[config.mk]
export PLATFORM = sky130hd
export DESIGN_NAME = rss_ctrl
export DESIGN_NICKNAME = d
export VERILOG_FILES = /design/src/rtl/rss_pkg.sv /design/src/rtl/rss_ctrl.sv
export SDC_FILE = /design/constraint.sdc
export NUM_CORES = 1
export LEC_CHECK = 0
export BUFFER_PORTS_ARGS = -buffer_cell sky130_fd_sc_hd__buf_4
export CAP_MARGIN = 20
export CORE_AREA = 2 2 39 41
export CTS_BUF_LIST = sky130_fd_sc_hd__clkbuf_8
export DETAILED_ROUTE_END_ITERATION = 6
export DIE_AREA = 0 0 41 43
export GPL_TIMING_DRIVEN = 0
export PLACE_DENSITY_LB_ADDON = 0.25
export SYNTH_ARGS = -nofsm -noshare
export SYNTH_HDL_FRONTEND = slang
export SYNTH_SLANG_ARGS = --single-unit
[constraint.sdc]
create_clock -name clk -period 1.9 [get_ports clk]
set_clock_uncertainty 0.1 [all_clocks]
set_input_delay 0 -clock clk [delete_from_list [all_inputs] [get_ports clk]]
set_output_delay 0 -clock clk [all_outputs]
set_load 0.01 [all_outputs]
[src/rtl/rss_pkg.sv]
// Package for the reservoir sampler: shared widths, mode codes and the
// command and status structs between controller and datapath.
// No dependencies.
package rss_pkg;

  // Width of a sample, of a random word and of the seen counter.
  localparam int DW = 64;
  // Width of the held count reported with each result.
  localparam int HW = 7;
  // Width of the divider step counter (one quotient bit per step).
  localparam int DCW = 6;

  // Input mode codes.
  localparam logic [1:0] MODE_UPDATE   = 2'd0;
  localparam logic [1:0] MODE_SNAPSHOT = 2'd1;
  localparam logic [1:0] MODE_CLEAR    = 2'd2;

  // Commands from the controller to the datapath.
  typedef struct packed {
    logic load;      // capture the item's operands
    logic upd_fill;  // store into the next free slot and count it
    logic div_init;  // set up the modulo and count the value
    logic div_step;  // one restoring division step
    logic repl;      // replace the drawn slot if it is in range
    logic clr;       // zero the seen counter
    logic emit;      // send a result without a sample
    logic rd_clr;    // rewind the read-out pointer
    logic rd_issue;  // read one slot for the snapshot
  } cmd_t;

  // Status from the datapath to the controller.
  typedef struct packed {
    logic lt_depth;   // fewer values seen than slots
    logic held_zero;  // reservoir empty
    logic div_done;   // this is the final division step
    logic rd_last;    // the pointer sits on the last held slot
  } sts_t;

endpackage

[src/rtl/rss_ctrl.sv]
// Controller state machine of the reservoir sampler.
// Depends on rss_pkg for the command and status structs and mode codes.
module rss_ctrl (
  input  logic           clk,
  input  logic           rst_n,
  input  logic           start,
  input  logic [1:0]     in_mode,
  input  rss_pkg::sts_t  sts,
  output logic           busy,
  output rss_pkg::cmd_t  cmd
);
  import rss_pkg::*;

  localparam logic [2:0] ST_IDLE  = 3'd0;
  localparam logic [2:0] ST_UPD   = 3'd1;
  localparam logic [2:0] ST_DIV   = 3'd2;
  localparam logic [2:0] ST_REPL  = 3'd3;
  localparam logic [2:0] ST_CLR   = 3'd4;
  localparam logic [2:0] ST_EMIT  = 3'd5;
  localparam logic [2:0] ST_SNAP  = 3'd6;
  localparam logic [2:0] ST_SWAIT = 3'd7;

  logic [2:0] state_r;
  logic [2:0] state_nxt;

  assign busy = (state_r != ST_IDLE);

  // Next state and commands.
  always_comb begin
    state_nxt = state_r;
    cmd       = '0;
    case (state_r)
      ST_IDLE: begin
        if (start) begin
          cmd.load = 1'b1;
          case (in_mode)
            MODE_UPDATE: state_nxt = ST_UPD;
            MODE_SNAPSHOT: begin
              cmd.rd_clr = 1'b1;
              state_nxt  = sts.held_zero ? ST_EMIT : ST_SNAP;
            end
            MODE_CLEAR: state_nxt = ST_CLR;
            default: state_nxt = ST_EMIT;
          endcase
        end
      end
      ST_UPD: begin
        if (sts.lt_depth) begin
          cmd.upd_fill = 1'b1;
          state_nxt    = ST_EMIT;
        end else begin
          cmd.div_init = 1'b1;
          state_nxt    = ST_DIV;
        end
      end
      ST_DIV: begin
        cmd.div_step = 1'b1;
        if (sts.div_done) begin
          state_nxt = ST_REPL;
        end
      end
      ST_REPL: begin
        cmd.repl  = 1'b1;
        state_nxt = ST_EMIT;
      end
      ST_CLR: begin
        cmd.clr   = 1'b1;
        state_nxt = ST_EMIT;
      end
      ST_EMIT: begin
        cmd.emit  = 1'b1;
        state_nxt = ST_IDLE;
      end
      ST_SNAP: begin
        cmd.rd_issue = 1'b1;
        if (sts.rd_last) begin
          state_nxt = ST_SWAIT;
        end
      end
      ST_SWAIT: begin
        // Let the final read-out result leave the output register.
        state_nxt = ST_IDLE;
      end
      default: state_nxt = ST_IDLE;
    endcase
  end

  // State register.
  always_ff @(posedge clk) begin
    if (!rst_n) begin
      state_r <= ST_IDLE;
    end else begin
      state_r <= state_nxt;
    end
  end

endmodule

---- After elaboration in Yosys (flattened, before gate mapping) ----
Index checks and enable logic that the tools add are counted.
word-level totals
  register bits ........................... 3
  bits in latches ......................... 0
  RAM bits ................................ 0
  bits in read-only memories .............. 0
  input bits .............................. 9
  output and inout bits ................... 10
  word-level logic and storage cells ...... 39
  memories ................................ 0
operators by class
  $add $sub $neg .......................... 0
  $mul .................................... 0
  div/mod/pow operators ................... 0
  order comparisons ....................... 0
  equality and inequality tests ........... 12
  shift operators ......................... 0
  multiplexer cells ....................... 20
  bitwise operators ....................... 0
  reductions and logical operators ........ 6
operators by type and width
  cell                                                              number
  3-bit one-hot mux with 6 select lines                             1
  3-bit == test (second input constant)                             4
  1-bit 2-to-1 mux                                                  12
  3-bit 2-to-1 mux                                                  4
  3-bit one-hot mux with 3 select lines                             1
  3-bit by 2-bit == test with 1-bit output (second input constant)  2
  2-bit != test (second input constant)                             3
  2-bit 2-to-1 mux                                                  2
  2-bit OR reduction                                                2
  3-bit by 1-bit == test with 1-bit output (second input constant)  1
  3-bit logical NOT                                                 1
  3-bit AND reduction                                               1
  3-bit nonzero test                                                1
  2-bit by 1-bit == test with 1-bit output (second input constant)  1
  2-bit == test (second input constant)                             1
  2-bit logical NOT                                                 1

---- Longest topological paths before layout ----
Gate-level depths: netlist (run 1).
  depth after elaboration ................. 4
  depth in mapped cells ................... 4
  gate-level depth less buffers ........... 3

---- Worst setup path after synthesis (run 1) ----
Ideal clock, no wire load.
  kind .................................... register -> register
  from .................................... reg state_r[0]
  to ...................................... reg state_r[0]
  setup time .............................. 86 ps
  data arrival time ....................... 1058 ps
  data required time ...................... 1714 ps
  path slack .............................. 656 ps
  cell stages (with the launch flop) ...... 4
  path buffers ............................ 0
  clock period less this slack ............ 1244 ps
  cell sequence ........................... dfxtp_1 > inv_2 > or3_4 > a221oi_2
on the way
  word-level cells in the longest chain between the ends .. 3
  elaborated cells on any way between the ends .. 15
  those cells by class .................... eq/ne: 10; mux: 1; reduce/logical: 4
ends and longest elaborated chain
  item                                                                                 RTL line        text
  start, declared                                                                      rss_ctrl.sv:23  logic [2:0] state_r;
  start signal, assigned                                                               rss_ctrl.sv:93  state_r <= state_nxt;
  3-bit == test (tied with other cells)                                                rss_ctrl.sv:32  case (state_r)
  2-bit OR reduction (no source line) / 2-bit != test (equally long branches)          --
  3-bit one-hot mux with 6 select lines / 3-bit AND reduction (equally long branches)  --
Several ways; a longest one is shown, not always the timed one.
A chain may end at the register's enable or synchronous reset.

==> results of run 1 <==
stage by stage:
step                worst slack [ns]  hold WS [ns]  utilization (%)
global route                   0.367        0.0903             39.3
global placement               0.546         0.171             35.4
floorplan                      0.656       -0.0534                -
finish                         0.456        0.0825             39.3
CTS                            0.440        0.0828             39.3
detailed placement             0.540         0.174             35.4
cell families (layout without fill, tap and decap cells):
family | count (synthesis) | after routing | synth area share [%]
flops | 3 | 3 | 18.0
mux | 2 | 2 | 6.37
compound gates | 10 | 10 | 26.6
simple gates | 17 | 17 | 35.2
buf+inv | 5 | 28 | 13.9
path summary, 6_finish.rpt:
check	start	endpoint	slack [ns]
max	state_r[0]	cmd[1]	0.46
min	sts[0]	state_r[0]	0.08
max reg2reg	state_r[1]	state_r[0]	0.55
min reg2reg	state_r[2]	state_r[2]	0.57
what timing repair did:
action                    in CTS  in global routing
gates resized for setup        0                  0
hold endpoints to repair       3                  0
buffers inserted               0                  0
hold buffers                   1                  0
layout make-up:
type                    count  area (um^2)  share of cell area (%)
multi-input cells          29          228                    41.8
repair buffers             19          145                    26.7
flip-flops and latches      3         60.1                    11.0
clock buffers               3         41.3                    7.59
plain buffers               3         38.8                    7.13
well taps                  16         20.0                    3.68
inverters                   2         7.51                    1.38
clock inverters             1         3.75                   0.690
layout by cell type (no fill, tap or decap), types with 2 or more instances in the layout:
cell      netlist  layout
dfxtp_1         3       3
or2b_2          2       2
inv_1           1       2
nor2_1          2       2
buf_4           0      18
and3_1          2       2
nor3b_1         4       4
nand2_1         2       2
clkbuf_8        2       5
critical path, stage by stage, from the launching register on:
cell and delay [ns]:
dfxtp_1 0.45, inv_2 0.06, clkbuf_8 0.16, and3_1 0.15, and3b_1 0.17, buf_4 0.14
layer usage:
| metal | up-vias | wire, um | part of all wire (%) | track usage, % |
|---|---|---|---|---|
| met2 | 10 | 430 | 51 | 17.8 |
| met5 | - | 0 | 0 | 0 |
| met3 | 2 | 45 | 5.3 | 1.57 |
| met4 | 0 | 14 | 1.7 | 10.0 |
| met1 | 167 | 355 | 42 | 13.4 |
| li1 | 191 | - | - | - |
power by group through the flow:
stage	combinational, mW	sequential, mW	clock (mW)
floorplan	0.200	0.103	0
global placement	0.300	0.111	0
finish	0.298	0.110	0.176
global route	0.331	0.114	0.185
CTS	0.303	0.110	0.183
detailed placement	0.300	0.111	0
==> reports/metrics.yaml, run 1 <==
run_status: "finished, final reports clean"
grt_max_degree: 11
maxCapViolCount: 0
cp-start-kind: "register"
synthTopCellsByArea: "dfxtp_1 18%, nor3b_1 9.0%, clkbuf_8 8.2%"
largest_reg_flops: 3
worst_hold_path_type: "input pin to register"
yosys-top-cells-count: "4 x nor3b_1, 3 x dfxtp_1"
power_switching_mw: 0.198
cts_buffer_depth: 2
die_area_mm2: 0.00176
clk_latency_ns: 0.21
async_flop_share_pct: 0
cts_root_buf: "clkbuf_8"
first_iter_violations: 4
worst_slew_pin_slew_ns: 0.249
syn_inst: 37
place_hpwl_um: 623
n_antenna_cell: 0
postLayoutCellArea_um2: 544
wl_per_cell_um: 11.1
cp_max_fo: 10
syn_avg_cell_area_um2: 9.03
powerDensity_mw_per_mm2: 1070
final_cells: 76
synth.cell_area_um2: 334
vias: 370
grt_usage_pct: 11.7
antenna_found_initial: 0
synth_flop_cell: "dfxtp_1"
start_util_pct: 24.1
synth_top_area_cell: "dfxtp_1"
place_inst: 71
port-buffer-count: 18
critPathArrivalTime_ns: 1.34
setup_tns_ns: 0
via_per_inst: 4.87
row_count: 14
ant_nets: 0
seqPwrFrac_pct: 18.8
seq_area_frac_synth_pct: 18.0
drtPass1Iterations: 2
min_path_cells: 3
synth_edf_count: 0
rsz0062_at_grt: "false"
ir_drop_v: 0.000470
fillers: 157
clockPowerShare_pct: 30.1
ys_seq_elements: 3
flow.area_growth_from_synthesis_pct: 62.9
period_needed_ns: 1.44
setup_viol_count_final: 0
synth_warnings: 0
drc: 0
drt_wl_total_um: 846
p_total_mw: 0.584
required_ns: 1.80
die_y_um: 43
pwr-share-comb_pct: 51.0
synth_fp_nets: 46
max_freq_mhz: 693
cts.clk_slew.worst_paths_ns: 0.03
period_share_pct: 76.0
yosysMostFrequentCell: "nor3b_1"
largestRegisters: "state_r x3"
gp_congestion: 0.689
r2r_cells: 3
layout.nets: 70
hold_viol: 0
post_dp_cell_area_um2: 489
grt_pass1_wl_um: 1390
grt-ovfl-total: 0
yosys.cell_types.count: 27
relSlewSlack_pct: 83.3
netlist.area_leader.share_pct: 18.0
switching_share_pct: 33.9
top_register: "state_r"
grt_pass1_vias: 361
drive_gt1_share_pct: 55.0
slew_violations: 0
power.leakage_nw: 0.255
worstSetupPathType: "register to output pin"
cts_made_buffers: 3
endpoint_kind: "output pin"
ios: 19
cts_tree: "done"
p_int_mw: 0.386
htree_levels: 1
cts_sinks: 3
coreArea_mm2: 0.00138
die_x_um: 41
Power figures use the tool's default switching activity.
==> run 2, diff against run 1 <==
==> constraint.sdc (replaced) <==
create_clock -name clk -period 1.2 [get_ports clk]
set_clock_uncertainty 0.1 [all_clocks]
set_input_delay 0 -clock clk [delete_from_list [all_inputs] [get_ports clk]]
set_output_delay 0 -clock clk [all_outputs]
set_load 0.01 [all_outputs]
==> reports/metrics.yaml, run 2 (synthesis gave the netlist of run 1 again) <==
required_ns: 1.10
gp_congestion: 0.730
start_util_pct: 24.1
multi_input_area_um2: 265
maxCapViolCount: 0
top_register: "state_r"
antenna_found_initial: 0
setup_viol_count_final: 5
hold_viol: 0
cts_root_buf: "clkbuf_8"
vias: 370
post_dp_cell_area_um2: 492
violations: "negative setup slack"
postLayoutCellArea_um2: 618
largestRegisters: "state_r x3"
layout_common_cells: "20 x buf_4, 4 x clkbuf_8"
grt_usage_pct: 11.0
worst_slew_pin_slew_ns: 0.250
worst_hold_path_type: "input pin to register"
grt_pass1_wl_um: 1270
critPathArrivalTime_ns: 1.17
dp_slack_ns: -0.103
cts.clk_slew.worst_paths_ns: 0.03
htree_levels: 1
clk_latency_ns: 0.21
seqCellArea_um2: 68.8
die_x_um: 41
place_hpwl_um: 624
die_area_mm2: 0.00176
cp_max_fo: 7
fin_ws_ns: -0.0697
period_share_pct: 106
rsz0062_at_grt: "true"
drc: 0
endpoint_kind: "output pin"
drive_gt1_share_pct: 73.0
max_freq_mhz: 788
grt_max_degree: 11
powerDensity_mw_per_mm2: 1700
cts_buffer_depth: 2
run_status: "finished with violations"
first_iter_violations: 3
finish.utilization_pct: 44.7
power.leakage_nw: 0.285
cp-start-kind: "register"
final_common_cell: "buf_4"
ant_nets: 0
worstSetupPathType: "register to output pin"
cts_sinks: 3
wl_per_cell_um: 11.7
grt_pass1_vias: 333
port-buffer-count: 18
ios: 19
via_per_inst: 4.68
coreArea_mm2: 0.00138
p_total_mw: 1.05
grt-ovfl-total: 0
largest_reg_flops: 3
relSlewSlack_pct: 83.3
drt_wl_total_um: 925
n_antenna_cell: 0
row_count: 14
drtPass1Iterations: 2
layout.nets: 73
period_needed_ns: 1.27
cts_made_buffers: 3
flow.area_growth_from_synthesis_pct: 85.0
cts_tree: "done"
slew_violations: 0
ir_drop_v: 0.000670
fillers: 151
die_y_um: 43
-- run 2: cell types whose count changed in the layout (fill, tap and decap cells not counted), sizes merged --
cell / delta
buf: +4
clkbuf: -1
-- run 2: timing repair --
action	in CTS	in global routing
setup endpoints to repair	10	8
hold buffers	1	0
resized for setup	8	6
hold endpoints to repair	3	0
buffers inserted	3	0
pin swaps	5	4
-- run 2: area by class of cell --
class | instances | share of cell area, %
buffer | 3 | 6.48
clock buffer | 3 | 6.68
clock inverter | 1 | 0.607
inverter | 2 | 1.21
multi-input combinational | 29 | 42.9
sequential | 3 | 11.1
tap | 16 | 3.24
timing repair buffer | 22 | 27.7
-- run 2: path summary, 6_finish.rpt --
check,start,to,slack (ns),cells past startpoint
worst min register to register,state_r[2],state_r[2],0.52,2
worst min-delay path,sts[0],state_r[0],0.04,3
worst max-delay path,state_r[0],cmd[1],-0.07,5
worst max register to register,state_r[0],state_r[1],-0.05,4
-- run 2: per-stage QoR --
step	cells	setup TNS (ns)	hold WS, ns
2_1_floorplan	37	0	-0.0534
3_5_place_dp	71	-0.195	0.177
6_report	79	-0.215	0.0373
4_1_cts	79	-0.281	0.0686
3_3_place_gp	71	-0.169	0.173
5_1_grt	79	-0.440	0.0628
-- run 2: layer usage --
metal  GRT usage [%]  vias up  wire length (um)
met5               0        -                 0
met4            8.00        0                 0
met3            3.14        0                48
met2            16.6        8               450
met1            12.5      171               426
li1                -      191                 -
-- run 2: report_power, final --
group | total (mW) | switching (mW) | internal, mW
sequential | 0.188 | 0.0482 | 0.140
clock | 0.281 | 0.0632 | 0.217
combinational | 0.579 | 0.240 | 0.339
total | 1.05 | 0.352 | 0.696
-- run 2: worst max-delay path, cell delays in order, from the launching register on --
cell	delay [ns]
dfxtp_4	0.35
inv_2	0.07
buf_8	0.11
and3_4	0.17
and3b_1	0.16
buf_6	0.10
==> run 3, diff against run 2 <==
--- a/config.mk
+++ b/config.mk
@@ -12,7 +12,7 @@
 export DETAILED_ROUTE_END_ITERATION = 6
 export DIE_AREA = 0 0 41 43
 export GPL_TIMING_DRIVEN = 0
-export PLACE_DENSITY_LB_ADDON = 0.25
+export SKIP_LAST_GASP = 1
 export SYNTH_ARGS = -nofsm -noshare
 export SYNTH_HDL_FRONTEND = slang
 export SYNTH_SLANG_ARGS = --single-unit
==> reports/metrics.yaml, run 3 (synthesis gave the netlist of run 1 again) <==
die_area_mm2: 0.00176
coreArea_mm2: 0.00138
slew_violations: 0
vias: 378
layout.nets: 73
grt-ovfl-total: 0
clk_latency_ns: 0.21
largestRegisters: "state_r x3"
period_needed_ns: 1.26
cts_tree: "done"
drtPass1Iterations: 3
largest_reg_flops: 3
die_y_um: 43
cts_root_buf: "clkbuf_8"
gp_congestion: 0.755
power.leakage_nw: 0.286
maxCapViolCount: 0
htree_levels: 1
final_common_cell: "buf_4"
worstSetupPathType: "register to output pin"
drt_wl_total_um: 972
antenna_found_initial: 0
die_x_um: 41
relSlewSlack_pct: 82.3
n_antenna_cell: 0
post_dp_cell_area_um2: 492
critPathArrivalTime_ns: 1.16
hold_viol: 0
grt_max_degree: 11
endpoint_kind: "output pin"
ir_drop_v: 0.000903
start_util_pct: 24.1
ios: 19
grt_pass1_wl_um: 1570
max_freq_mhz: 791
cp_max_fo: 6
place_hpwl_um: 629
rsz0062_at_grt: "true"
cp-start-kind: "register"
first_iter_violations: 3
setup_viol_count_final: 6
ant_nets: 0
layout_common_cells: "20 x buf_4, 4 x clkbuf_8, 3 x nor3b_1"
drive_gt1_share_pct: 73.0
fin_ws_ns: -0.0638
final_cells: 79
wl_per_cell_um: 12.3
row_count: 14
cts_buffer_depth: 2
cts.clk_slew.worst_paths_ns: 0.03
powerDensity_mw_per_mm2: 1710
postLayoutCellArea_um2: 646
dp_slack_ns: -0.0650
drc: 0
worst_hold_path_type: "input pin to register"
r2r_cells: 4
flow.area_growth_from_synthesis_pct: 93.3
grt_usage_pct: 12.9
grt_pass1_vias: 365
via_per_inst: 4.78
cts_made_buffers: 3
min_path_cells: 3
place_inst: 71
violations: "negative setup slack"
cts_sinks: 3
run_status: "finished with violations"
worst_slew_pin_slew_ns: 0.264
period_share_pct: 105
port-buffer-count: 18
required_ns: 1.10
top_register: "state_r"
==> run 3: cell counts in the layout (fill, tap and decap cells not counted) <==
No cell type changed its count.
==> run 3: repair_timing <==
action | CTS | global route
hold buffers | 1 | 0
hold endpoints to repair | 3 | 0
cloned | 0 | 0
pin swaps | 5 | 2
setup buffers | 3 | 0
endpoints found under the setup margin | 10 | 10
gates resized for setup | 10 | 9
==> run 3: power by group <==
part | switching [mW] | internal (mW) | total [mW]
clock | 0.0612 | 0.217 | 0.278
sequential | 0.0551 | 0.140 | 0.195
combinational | 0.277 | 0.354 | 0.631
==> run 3: per-stage QoR <==
step,setup TNS [ns],util [%],total power [mW],hold WS [ns]
global route,-0.616,46.7,1.18,0.0642
detailed placement,-0.107,35.5,0.655,0.172
floorplan,0,-,0.483,-0.0534
finish,-0.213,46.7,1.10,0.0389
global placement,-0.131,35.5,0.656,0.170
CTS,-0.189,43.7,1.04,0.0358
==> run 3: worst paths after layout <==
path / startpoint / to / slack [ns]
min: sts[0] / state_r[0] / 0.04
max: state_r[0] / cmd[1] / -0.06
min reg2reg: state_r[0] / state_r[2] / 0.52
max reg2reg: state_r[0] / state_r[1] / -0.03
==> run 3: worst max-delay path: stages (launching register included) <==
cell and delay [ns]:
dfxtp_4 0.35, inv_4 0.06, buf_8 0.11, and3_4 0.17, and3b_1 0.17, buf_6 0.10
==> run 3: area by class of cell <==
cell class	count	area (um^2)
well taps	16	20.0
clock inverters	1	3.75
fillers	134	738
plain buffers	3	40.0
flip-flops and latches	3	68.8
clock buffers	3	41.3
repair buffers	22	171
multi-input cells	29	290
inverters	2	10.0
==> run 3: layer usage <==
layer / wire, um / vias to the layer above / track usage, %
li1: - / 195 / -
met2: 571 / 4 / 20.3
met4: 0 / 0 / 8.00
met1: 375 / 179 / 14.7
met5: 0 / - / 0
met3: 25 / 0 / 3.14
